[config.mk]
export PLATFORM = sky130hd
export DESIGN_NAME = framed_message_byte_parser_unit
export DESIGN_NICKNAME = d
export VERILOG_FILES = /design/src/fmbp_pkg.sv /design/src/fmbp_ctrl.sv /design/src/fmbp_dp.sv /design/src/framed_message_byte_parser_unit.sv
export VERILOG_INCLUDE_DIRS = /design/src /design/src/src
export SDC_FILE = /design/constraint.sdc
export NUM_CORES = 1
export LEC_CHECK = 0
export ABC_AREA = 1
export BUFFER_PORTS_ARGS = -buffer_cell sky130_fd_sc_hd__buf_2
export CAP_MARGIN = 10
export CELL_PAD_IN_SITES_DETAIL_PLACEMENT = 0
export CELL_PAD_IN_SITES_GLOBAL_PLACEMENT = 1
export CORE_UTILIZATION = 40
export CTS_BUF_LIST = sky130_fd_sc_hd__clkbuf_2
export CTS_CLUSTER_SIZE = 40
export DETAILED_ROUTE_END_ITERATION = 8
export PLACE_DENSITY_LB_ADDON = 0.12
export SYNTH_ARGS = -nofsm -noshare
export SYNTH_HDL_FRONTEND = slang
export SYNTH_SLANG_ARGS = --single-unit
[constraint.sdc]
create_clock -name aclk -period 3 [get_ports aclk]
set_input_delay 0.3 -clock aclk [delete_from_list [all_inputs] [get_ports aclk]]
set_output_delay 0.3 -clock aclk [all_outputs]
set_load 0.02 [all_outputs]
[src/framed_message_byte_parser_unit_assert.svh]
// assertion macros shared by the parser modules
`ifndef FRAMED_MESSAGE_BYTE_PARSER_UNIT_ASSERT_SVH
`define FRAMED_MESSAGE_BYTE_PARSER_UNIT_ASSERT_SVH

// same-cycle implication, checked out of reset
`define FMBP_ASSERT_NOW(label, ante, cons, msg) \
    label: assert property (@(posedge aclk) disable iff (!aresetn) \
        (ante) |-> (cons)) else $error(msg);

// next-cycle implication, checked out of reset
`define FMBP_ASSERT_NXT(label, ante, cons, msg) \
    label: assert property (@(posedge aclk) disable iff (!aresetn) \
        (ante) |=> (cons)) else $error(msg);

`endif

[src/fmbp_pkg.sv]
// shared constants, types and codes of the framed message byte parser
package fmbp_pkg;

    localparam int MAX_PAYLOAD = 31;
    localparam int STORE_AW    = (MAX_PAYLOAD > 1) ? $clog2(MAX_PAYLOAD) : 1;

    localparam int IN_TDATA_W  = 16;
    localparam int OUT_TDATA_W = 32;
    localparam int OUT_TUSER_W = 3;

    // parse state of the frame
    typedef enum logic [2:0] {
        FS_IDLE  = 3'd0,
        FS_START = 3'd1,
        FS_LEN   = 3'd2,
        FS_ID    = 3'd3,
        FS_SEQ   = 3'd4,
        FS_PAY   = 3'd5,
        FS_DONE  = 3'd6,
        FS_ERR   = 3'd7
    } frame_state_t;

    // status code carried with each result
    typedef enum logic [1:0] {
        ST_IDLE     = 2'd0,
        ST_COLLECT  = 2'd1,
        ST_RECEIVED = 2'd2,
        ST_ERROR    = 2'd3
    } msg_status_t;

    // sequencing controller states
    typedef enum logic [1:0] {
        CS_INPUT = 2'd0,
        CS_READ  = 2'd1,
        CS_EMIT  = 2'd2
    } ctrl_state_t;

    // controller to datapath
    typedef struct packed {
        logic step;         // input item accepted this cycle
        logic rd_issue;     // read store at stream counter
        logic load_stream;  // load a streamed payload result
    } fmbp_cmd_t;

    // datapath to controller
    typedef struct packed {
        logic stream_start; // accepted byte completes a non-empty message
        logic out_free;     // output register can take a result this cycle
        logic last_byte;    // stream counter is at the final payload byte
    } fmbp_sts_t;

endpackage

[src/fmbp_ctrl.sv]
// controller for input acceptance and payload streaming
`include "framed_message_byte_parser_unit_assert.svh"

module fmbp_ctrl (
    input  logic               aclk,
    input  logic               aresetn,
    input  logic               s_tvalid,
    output logic               s_tready,
    input  fmbp_pkg::fmbp_sts_t sts,
    output fmbp_pkg::fmbp_cmd_t cmd
);
    import fmbp_pkg::*;

    ctrl_state_t state_reg;
    ctrl_state_t state_next;

    always_ff @(posedge aclk) begin
        if (!aresetn) begin
            state_reg <= CS_INPUT;
        end else begin
            state_reg <= state_next;
        end
    end

    always_comb begin
        state_next       = state_reg;
        s_tready         = 1'b0;
        cmd.step         = 1'b0;
        cmd.rd_issue     = 1'b0;
        cmd.load_stream  = 1'b0;
        case (state_reg)
            CS_INPUT: begin
                s_tready = sts.out_free;
                if (s_tvalid && sts.out_free) begin
                    cmd.step = 1'b1;
                    if (sts.stream_start) begin
                        state_next = CS_READ;
                    end
                end
            end
            CS_READ: begin
                cmd.rd_issue = 1'b1;
                state_next   = CS_EMIT;
            end
            CS_EMIT: begin
                if (sts.out_free) begin
                    cmd.load_stream = 1'b1;
                    state_next      = sts.last_byte ? CS_INPUT : CS_READ;
                end
            end
            default: begin
                state_next = CS_INPUT;
            end
        endcase
    end

    `FMBP_ASSERT_NXT(a_stream_begins, cmd.step && sts.stream_start,
        state_reg == CS_READ, "completed message did not start streaming")
    `FMBP_ASSERT_NOW(a_no_input_while_streaming, state_reg != CS_INPUT,
        !s_tready, "input taken while payload streams")
    `FMBP_ASSERT_NXT(a_stream_ends, cmd.load_stream && sts.last_byte,
        state_reg == CS_INPUT, "stream did not end after its final byte")

endmodule

[src/fmbp_dp.sv]
// frame parsing datapath, payload store and output register
`include "framed_message_byte_parser_unit_assert.svh"

module fmbp_dp (
    input  logic                                 aclk,
    input  logic                                 aresetn,
    input  logic [fmbp_pkg::IN_TDATA_W-1:0]      s_tdata,
    output logic                                 m_tvalid,
    input  logic                                 m_tready,
    output logic [fmbp_pkg::OUT_TDATA_W-1:0]     m_tdata,
    output logic [fmbp_pkg::OUT_TUSER_W-1:0]     m_tuser,
    output logic                                 m_tlast,
    input  fmbp_pkg::fmbp_cmd_t                  cmd,
    output fmbp_pkg::fmbp_sts_t                  sts
);
    import fmbp_pkg::*;

    // frame registers
    frame_state_t fstate_reg, fstate_next;
    logic [5:0]   seq_reg, seq_next;
    logic [5:0]   slot_reg, slot_next;
    logic [7:0]   len_reg, len_next;
    logic [7:0]   id_reg, id_next;
    logic [7:0]   ck_reg, ck_next;

    // payload store and stream counter
    logic [7:0]   store_mem [MAX_PAYLOAD];
    logic [7:0]   rd_data_reg;
    logic [5:0]   cnt_reg;

    // output register
    logic         out_valid_reg;
    msg_status_t  out_status_reg;
    logic [7:0]   out_id_reg;
    logic [7:0]   out_len_reg;
    logic         out_pvalid_reg;
    logic [5:0]   out_index_reg;
    logic [7:0]   out_byte_reg;
    logic         out_last_reg;

    logic [7:0]   in_byte;
    logic [2:0]   in_pos;
    logic         start_c;
    logic         done_c;
    logic         store_we;
    logic         add_en;
    logic [8:0]   sum9;
    logic [7:0]   ck_sum;
    msg_status_t  single_status;
    logic         load_single;

    assign in_byte = s_tdata[7:0];
    assign in_pos  = s_tdata[10:8];
    assign start_c = (in_pos == 3'd0) && (in_byte == 8'd0);

    // end-around-carry add of the incoming byte
    assign sum9   = {1'b0, ck_reg} + {1'b0, in_byte};
    assign ck_sum = sum9[7:0] + {7'd0, sum9[8]};

    always_comb begin
        fstate_next = fstate_reg;
        seq_next    = seq_reg;
        slot_next   = slot_reg;
        len_next    = len_reg;
        id_next     = id_reg;
        ck_next     = ck_reg;
        done_c      = 1'b0;
        store_we    = 1'b0;
        add_en      = 1'b0;
        if (start_c) begin
            fstate_next = FS_START;
            seq_next    = 6'd0;
            slot_next   = 6'd0;
            len_next    = 8'd0;
            id_next     = 8'd0;
            ck_next     = 8'd0;
        end else begin
            case (fstate_reg)
                FS_START: begin
                    len_next    = in_byte;
                    add_en      = 1'b1;
                    fstate_next = (in_byte > 8'(MAX_PAYLOAD)) ? FS_ERR : FS_LEN;
                end
                FS_LEN: begin
                    id_next     = in_byte;
                    add_en      = 1'b1;
                    fstate_next = FS_ID;
                end
                FS_ID: begin
                    store_we    = 1'b1;
                    fstate_next = FS_PAY;
                end
                FS_SEQ, FS_PAY: begin
                    if ((fstate_reg == FS_PAY) && (in_pos == 3'd0)) begin
                        // sequence byte: low bits must be one past the last
                        add_en = 1'b1;
                        if ({1'b0, in_byte[5:0]} != ({1'b0, seq_reg} + 7'd1)) begin
                            fstate_next = FS_ERR;
                        end else begin
                            seq_next    = in_byte[5:0];
                            fstate_next = FS_SEQ;
                        end
                    end else if ({2'd0, slot_reg} < len_reg) begin
                        store_we    = 1'b1;
                        fstate_next = FS_PAY;
                    end else if (ck_reg == in_byte) begin
                        fstate_next = FS_DONE;
                        done_c      = 1'b1;
                    end else begin
                        fstate_next = FS_ERR;
                    end
                end
                FS_DONE: begin
                    fstate_next = FS_DONE;
                end
                default: begin
                    fstate_next = FS_ERR;
                end
            endcase
            if (store_we) begin
                slot_next = slot_reg + 6'd1;
                add_en    = 1'b1;
            end
            if (add_en) begin
                ck_next = ck_sum;
            end
        end
    end

    always_comb begin
        case (fstate_next)
            FS_IDLE: single_status = ST_IDLE;
            FS_DONE: single_status = ST_RECEIVED;
            FS_ERR:  single_status = ST_ERROR;
            default: single_status = ST_COLLECT;
        endcase
    end

    assign sts.stream_start = done_c && (len_reg != 8'd0);
    assign sts.out_free     = !out_valid_reg || m_tready;
    assign sts.last_byte    = (({2'd0, cnt_reg} + 8'd1) == len_reg);
    assign load_single      = cmd.step && !sts.stream_start;

    always_ff @(posedge aclk) begin
        if (!aresetn) begin
            fstate_reg <= FS_IDLE;
            seq_reg    <= 6'd0;
            slot_reg   <= 6'd0;
            len_reg    <= 8'd0;
            id_reg     <= 8'd0;
            ck_reg     <= 8'd0;
        end else if (cmd.step) begin
            fstate_reg <= fstate_next;
            seq_reg    <= seq_next;
            slot_reg   <= slot_next;
            len_reg    <= len_next;
            id_reg     <= id_next;
            ck_reg     <= ck_next;
        end
    end

    // store written on accepted payload bytes, read one slot per stream step
    always_ff @(posedge aclk) begin
        if (cmd.step && store_we && (slot_reg < 6'(MAX_PAYLOAD))) begin
            store_mem[slot_reg[STORE_AW-1:0]] <= in_byte;
        end
        if (cmd.rd_issue) begin
            rd_data_reg <= store_mem[cnt_reg[STORE_AW-1:0]];
        end
    end

    always_ff @(posedge aclk) begin
        if (!aresetn) begin
            cnt_reg <= 6'd0;
        end else if (cmd.step) begin
            cnt_reg <= 6'd0;
        end else if (cmd.load_stream) begin
            cnt_reg <= cnt_reg + 6'd1;
        end
    end

    always_ff @(posedge aclk) begin
        if (!aresetn) begin
            out_valid_reg <= 1'b0;
        end else if (load_single || cmd.load_stream) begin
            out_valid_reg <= 1'b1;
        end else if (m_tready) begin
            out_valid_reg <= 1'b0;
        end
    end

    always_ff @(posedge aclk) begin
        if (load_single) begin
            out_status_reg <= single_status;
            out_id_reg     <= (single_status == ST_RECEIVED) ? id_next : 8'd0;
            out_len_reg    <= (single_status == ST_RECEIVED) ? len_next : 8'd0;
            out_pvalid_reg <= 1'b0;
            out_index_reg  <= 6'd0;
            out_byte_reg   <= 8'd0;
            out_last_reg   <= 1'b1;
        end else if (cmd.load_stream) begin
            out_status_reg <= ST_RECEIVED;
            out_id_reg     <= id_reg;
            out_len_reg    <= len_reg;
            out_pvalid_reg <= 1'b1;
            out_index_reg  <= cnt_reg;
            out_byte_reg   <= rd_data_reg;
            out_last_reg   <= sts.last_byte;
        end
    end

    assign m_tvalid = out_valid_reg;
    assign m_tlast  = out_last_reg;
    assign m_tuser  = {out_pvalid_reg, out_status_reg};
    assign m_tdata  = {2'b00, out_byte_reg, out_index_reg, out_len_reg, out_id_reg};

    `FMBP_ASSERT_NOW(a_load_only_when_free, load_single || cmd.load_stream,
        sts.out_free, "result loaded over one not yet taken")
    `FMBP_ASSERT_NOW(a_payload_is_received, out_valid_reg && out_pvalid_reg,
        out_status_reg == ST_RECEIVED, "payload result without received status")
    `FMBP_ASSERT_NOW(a_length_in_store,
        fstate_reg == FS_PAY || fstate_reg == FS_SEQ || fstate_reg == FS_DONE,
        len_reg <= 8'(MAX_PAYLOAD), "frame length beyond payload store")

endmodule

[src/framed_message_byte_parser_unit.sv]
// top level of the framed message byte parser
//
//  channel | ports                      | contents (lowest bit up)
//  --------+----------------------------+---------------------------------------------
//  input   | s_tvalid s_tready s_tdata  | data_byte[7:0], byte_position[10:8], zeros
//  result  | m_tvalid m_tready m_tdata  | message_id, message_length, payload_index,
//          | m_tuser m_tlast            |   payload_byte, zeros; tuser status, valid
//
// an input item whose result is single has that result loaded when it is accepted;
// its result sits in the output register while the next item is already accepted
// an item that completes a non-empty message streams its payload from the store
// byte by byte (store read, then output load, held while the output register is full)
// the controller alternates store read and output load
// aresetn is synchronous and active low; it returns the parser to idle
// no item is taken while payload streams or while the output register is full
// and not being drained
module framed_message_byte_parser_unit (
    input  logic                                  aclk,
    input  logic                                  aresetn,
    input  logic                                  s_tvalid,
    output logic                                  s_tready,
    // data_byte[7:0], byte_position[10:8], zero fill
    input  logic [fmbp_pkg::IN_TDATA_W-1:0]       s_tdata,
    output logic                                  m_tvalid,
    input  logic                                  m_tready,
    // message_id[7:0], message_length[15:8], payload_index[21:16],
    // payload_byte[29:22], zero fill
    output logic [fmbp_pkg::OUT_TDATA_W-1:0]      m_tdata,
    // status[1:0], payload_valid[2]
    output logic [fmbp_pkg::OUT_TUSER_W-1:0]      m_tuser,
    output logic                                  m_tlast
);
    import fmbp_pkg::*;

    // command and status between controller and datapath
    fmbp_cmd_t cmd;
    fmbp_sts_t sts;

    // sequencing: acceptance, store reads, result loads
    fmbp_ctrl u_ctrl (
        .aclk     (aclk),
        .aresetn  (aresetn),
        .s_tvalid (s_tvalid),
        .s_tready (s_tready),
        .sts      (sts),
        .cmd      (cmd)
    );

    // frame parse, checksum, payload store and output register
    fmbp_dp u_dp (
        .aclk     (aclk),
        .aresetn  (aresetn),
        .s_tdata  (s_tdata),
        .m_tvalid (m_tvalid),
        .m_tready (m_tready),
        .m_tdata  (m_tdata),
        .m_tuser  (m_tuser),
        .m_tlast  (m_tlast),
        .cmd      (cmd),
        .sts      (sts)
    );

endmodule
Yosys cells after proc, flatten, opt, wreduce, memory -nomap -nowiden. Memory sizes are Yosys's and may differ from the RTL's. A register that Yosys moved wholly into a read port is not among the register bits. Index checks and enable logic that the tools add are counted.

Reductions and logical operators: 29. Order comparisons: 3. Equal/unequal tests: 18. $add $sub $neg: 6. Muxes and demuxes: 57. Bitwise logic cells: 1.

Operators with widths (count): 2-to-1 mux 8 bit (12); 2-to-1 mux 6 bit (6); 2-to-1 mux 1 bit (24); == test 8 bit (2); == test 3 bit (second input constant) (5); case mux 3 bit (5 select lines) (1); adder 6 x 1 -> 7 bit (second input constant) (2); adder 6 x 1 -> 6 bit (second input constant) (2); 2-to-1 mux 2 bit (6); 2-to-1 mux 3 bit (4); case mux 2 bit (3 select lines) (2); nonzero test 2 bit (6); adder 8 x 8 -> 9 bit (1); adder 8 x 1 -> 8 bit (1); greater-than comparator 8 x 5 -> 1 bit (second input constant) (1); logical NOT 8 bit (1); less-than comparator 6 x 8 -> 1 bit (1); inequality test 2 x 1 -> 1 bit (second input constant) (4); nonzero test 8 bit (1); logical AND 1 bit (7); inequality test 6 x 7 -> 1 bit (1); == test 3 x 2 -> 1 bit (second input constant) (2); logical NOT 3 bit (2); less-than comparator 6 x 5 -> 1 bit (second input constant) (1); other kinds (12) (19).

Bits in registers: 82. Memories kept: 1. Memory bits (writable): 248. Output and inout port bits: 38. Logic and storage cells: 131.

Memory list: u_dp.store_mem (words 31, width 8, read ports 1, clocked after memory_dff 1, write ports 1, RTL line fmbp_dp.sv:27) `logic [7:0] store_mem [MAX_PAYLOAD];`.

Longest topological paths before layout.
Depth after elaboration: 11. Depth in mapped cells: 19. Mapped depth without buffers: 19.

Modules after synthesis. A second synthesis with hierarchy kept.

Cell total of the unflattened synthesis: 1451. Area total of the unflattened synthesis: 14970.6 um2.

Modules (own cells, without submodules): fmbp_dp (cells each 1427, sequential area each 9469.1 um2, area an instance 14838.0 um2, times used 1); fmbp_ctrl (cells each 24, sequential area each 40.0 um2, area an instance 132.6 um2, times used 1).

Worst setup path before layout. Ideal clock, no wire load.

Path type: register -> register. From: register u_dp.len_reg[3]. To: memory u_dp.store_mem[18][0], enable pin. Cell stages (with the launch flop): 13. Path slack: 0.378 ns. Arrival: 2.239 ns. Library setup time: 0.383 ns. Cell sequence: dfxtp_1 -> inv_1 -> ha_1 -> a21oi_1 -> nand2_1 -> nand2_1 -> nand3_1 -> nand2_1 -> nand2_2 -> nor2_4 -> nand2_2 -> buf_2 -> nor3_1.

Longest elaborated chain between the ends: 10.

RTL lines: from (decl) (RTL line fmbp_dp.sv:22) `logic [7:0] len_reg, len_next;`; from (signal assigned) (RTL line fmbp_dp.sv:156) `len_reg <= len_next;`; less-than comparator 6 x 8 -> 1 bit (RTL line fmbp_dp.sv:103) `end else if ({2'd0, slot_reg} < len_reg) begin`; 2-to-1 mux 1 bit (RTL line fmbp_dp.sv:103); 2-to-1 mux 1 bit (RTL line fmbp_dp.sv:94) `if ((fstate_reg == FS_PAY) && (in_pos == 3'd0)) begin`; case mux 1 bit (2 select lines) (RTL line fmbp_dp.sv:78) `case (fstate_reg)`; 2-to-1 mux 1 bit (2 in a row) (RTL line fmbp_dp.sv:70) `if (start_c) begin`; logical AND 1 bit (2 in a row) (RTL line fmbp_dp.sv:164) `if (cmd.step && store_we && (slot_reg < 6'(MAX_PAYLOAD))) begin`; 2-to-1 mux 1 bit (RTL line fmbp_dp.sv:164); 2-to-1 mux 1 bit (implied by the code) (RTL line fmbp_dp.sv:165) `store_mem[slot_reg[STORE_AW-1:0]] <= in_byte;`; to (decl) (RTL line fmbp_dp.sv:27).

Every way passes these cells. The select of a mux whose other input is x is not followed.

Worst setup path after layout.
From: input s_tdata[8] (netlist name). To: register u_dp.out_status_reg[0] (data pin).

Longest elaborated chain between the ends: 9.

RTL lines: from (decl) (RTL line framed_message_byte_parser_unit.sv:23) `input logic [fmbp_pkg::IN_TDATA_W-1:0] s_tdata,`; logical NOT 3 bit * (RTL line fmbp_dp.sv:54, fmbp_dp.sv:94); branches (longest 7 deep; another with case mux 3 bit (5 select lines)); 2-to-1 mux 2 bit * (RTL line fmbp_dp.sv:193) `if (load_single) begin`; to (signal assigned) (RTL line fmbp_dp.sv:194) `out_status_reg <= single_status;`; to (decl) (RTL line fmbp_dp.sv:33) `msg_status_t out_status_reg;`.

Every way passes the cells marked *. A chain may end at the register's enable or synchronous reset.

==> impl_metrics.csv <==
group,metric,value,unit
clock_tree,cts_root_buffer,"clkbuf_2",
timing,worst_clock_skew,104,ps
final_layout,largest_register_ffs,248,
final_layout,fin_nets,1632,
clock_tree,tritoncts,"done",
drt,drtIter0Drc,741,
status,outcome,"finished clean",
clock_tree,numCtsBuffers,90,
final_layout,seqCellArea,9510,sq um
timing,setup_viol,0,
critical_path,endpoint_kind,"register",
timing,timing.final.ws_setup,139,ps
global_route,grt_pass1_wl,62400,microns
global_route,overflow,0,
global_route,grt_pass1_vias,11000,
logic_synthesis,synth.area.top_cells,"edfxtp_1 (55%), dfxtp_1 (8.6%), nand2_1 (6.9%)",
die,start_util,40.6,%
power,swShare,26.7,%
drt,wl,40000,microns
placed_design,gp_congestion,0.812,
placed_design,port_buffers,50,
placed_design,pre_cts_ws,270,ps
job,cap_violations,0,
critical_path,crit_fanout,24,
die,dieArea,37900,sq um
timing,hold_slack,280,ps
power,p_int,6.76,mW
worst_hold_path,hold_class,"in2reg",
global_route,grt_max_degree,73,
timing,setup-tns-final,0,ps
die,die_h,195,microns
logic_synthesis,syn_area,14900,sq um
logic_synthesis,synthArstFlopShare,0,%
logic_synthesis,synth_cell_type_count,49,
critical_path,cp-endpoint,"u_dp.out_status_reg[0]$_SDFFCE_PN0P_",
die,die-width,195,microns
critical_path,r2r_setup_slack,250,ps
power,p_per_area,542,nW/um^2
die,pin_count,58,
logic_synthesis,avgSynthCellArea,10.4,sq um
timing,min_period_over_period,95.4,%
logic_synthesis,synth-edff-count,274,
timing,hold_viol,0,
clock_tree,clk_latency,1000,ps
clock_tree,ctsLongestPathBuffers,3,
final_layout,multi_input_area,4690,sq um
power,switching_power,2.47,mW
timing,rsz0062_at_grt,"no",
drt,drc,0,
critical_path,r2r_cells,15,
placed_design,dp_hpwl,24800,microns
drt,routedWlPerCell,18.8,microns
drt,vias,11200,
critical_path,critPathArrivalTime,3540,ps
die,rows,70,
global_route,grt_use_total,21.7,%
clock_tree,clk_pin_slew,100,ps
drt,dr.pass1.iters,5,
final_layout,drive_gt1_share,17.9,%
power,p_seq_share,55.8,%
clock_tree,cts-htree-levels,3,
critical_path,crit_type,"in2reg",
final_layout,final_cell_mix,"nand2_1 (274), edfxtp_1 (274), nor2_1 (152)",
power,clkPwrFrac,36.8,%
drt,vias_per_cell,5.25,
logic_synthesis,ys_seq_area_share,64.0,%
timing,fmax,350,MHz
critical_path,worstReg2RegEnd,"u_dp.store_mem[6][6]$_DFFE_PP_",
timing,finalMaxSlewViolations,0,
logic_synthesis,synth_top_area_share,55.4,%
die,core-area,36600,sq um
power,pwr-share-comb,7.5,%
timing,relSlewSlack,39.5,%
power,power,9.22,mW
final_layout,area_delta_synth_final,14.5,%
timing,period_needed,2860,ps
power,p_leak,6.50,nW
drt,ant_nets,0,
logic_synthesis,synth_ff_type,"edfxtp_1",
final_layout,fillers,3526,
critical_path,critPathLaunchType,"input port",
logic_synthesis,yosysTopAreaCell,"edfxtp_1",
logic_synthesis,yosysWarnings,0,
clock_tree,cts.sinks,338,
global_route,grt_antenna_before_repair,1,
logic_synthesis,synth_cells,1433,
critical_path,cp-startpoint,"s_tdata[8]",
logic_synthesis,ys_seq_elements,338,
timing,worst_pin_slew,906,ps
power,ir_worst_vdd,0.221,mV
critical_path,r2r_start,"u_dp.len_reg[3]$_SDFFE_PN0P_",
critical_path,required,3680,ps
-- metal layers --
metal  vias up  wire length, microns  global-route usage [%]
met5         -                     0                       0
li1       5442                     -                       -
met2       327                 17500                    32.2
met1      5353                 19000                    30.9
met3        55                  2650                    4.89
met4         0                   765                    8.37
-- worst max-delay path, cell delays in order --
cell and delay, ps:
dlygate4sd3_1 520, buf_2 90, nor2_1 30, dlygate4sd3_1 580, nand2_1 70, dlygate4sd3_1 590, nor3_4 70, inv_2 60
buf_4 300, nand2_1 90, nor2_1 250, nand3b_4 110, nor2_4 400, nor2_1 70
-- worst min path at each step --
stage	from	endpoint	slack (ps)	cells after the start
4_1_cts	m_tready	u_dp.m_tvalid$_SDFFE_PN0P_	140	5
6_report	m_tready	u_dp.m_tvalid$_SDFFE_PN0P_	280	5
3_5_place_dp	u_dp.out_byte_reg[3]$_SDFFE_PP0P_	u_dp.out_byte_reg[3]$_SDFFE_PP0P_	450	2
5_1_grt	aresetn	u_dp.slot_reg[0]$_SDFFE_PN0P_	260	4
2_1_floorplan	s_tdata[0]	u_dp.store_mem[0][0]$_DFFE_PP_	400	0
3_3_place_gp	u_dp.out_byte_reg[6]$_SDFFE_PP0P_	u_dp.out_byte_reg[6]$_SDFFE_PP0P_	450	2
-- metrics by stage --
| step | utilization [%] | cells | cell area [sq um] |
|---|---|---|---|
| finish | 46.5 | 2130 | 17000 |
| global placement | 43.6 | 1947 | 16000 |
| global route | 46.5 | 2130 | 17000 |
| CTS | 46.4 | 2127 | 17000 |
| detailed placement | 43.6 | 1947 | 16000 |
| floorplan | - | 1434 | 14900 |
-- what timing repair did --
item / CTS / global route
endpoints found under the setup margin: 0 / 17
buffers inserted: 0 / 2
hold endpoints to repair: 302 / 0
resized for setup: 0 / 0
hold buffers: 17 / 0
-- cells by family (layout without fill, tap and decap cells) --
family / Yosys count / in the layout / synth area share [%]
flip-flops: 338 / 338 / 64.0
buffers and inverters: 167 / 394 / 4.50
other: 1 / 3 / 0.0252
XOR/XNOR: 14 / 14 / 0.825
AND/OR/NAND/NOR: 584 / 584 / 16.9
adder cells (fa/ha/maj): 22 / 22 / 1.90
AO/OA/AOI/OAI: 307 / 307 / 11.9
-- cells in the mapped netlist, types with 2 or more instances --
library cell  instances
a211oi_1              6
a21oi_1              73
a311oi_1              2
a31oi_1               3
buf_1                 3
buf_2                16
buf_4                 4
clkbuf_1             52
clkinv_1              6
dfxtp_1              64
edfxtp_1            274
ha_1                 21
inv_1                79
inv_2                 6
nand2_1             274
nand2_2               5
nand3_1              84
nand3_2               3
nand4_1              12
nor2_1              152
nor2_2                2
nor2_4                4
nor3_1               39
o211ai_1              8
o21ai_0             148
o221ai_1             32
o22a_1                2
o22ai_1              24
o31ai_1               2
or2_2                 2
xnor2_1               3
xor2_1               11
-- area by class of cell --
class,count,share of cell area [%]
Clock inverter,32,1.26
Tap cell,468,3.44
Timing Repair Buffer,140,5.98
Sequential cell,338,55.9
Inverter,91,2.01
Clock buffer,131,3.85
Antenna cell,1,0.0147
Multi-Input combinational cell,929,27.5
-- power groups by stage --
stage | Sequential (mW) | Clock, mW | Combinational (mW)
after floorplan | 5.27 | 0 | 0.407
after CTS | 5.14 | 3.51 | 0.691
final | 5.14 | 3.39 | 0.689
after global placement | 5.25 | 0 | 0.674
after detailed placement | 5.25 | 0 | 0.674
after global routing | 5.15 | 3.76 | 0.774
(Power assumes the default switching activity.)
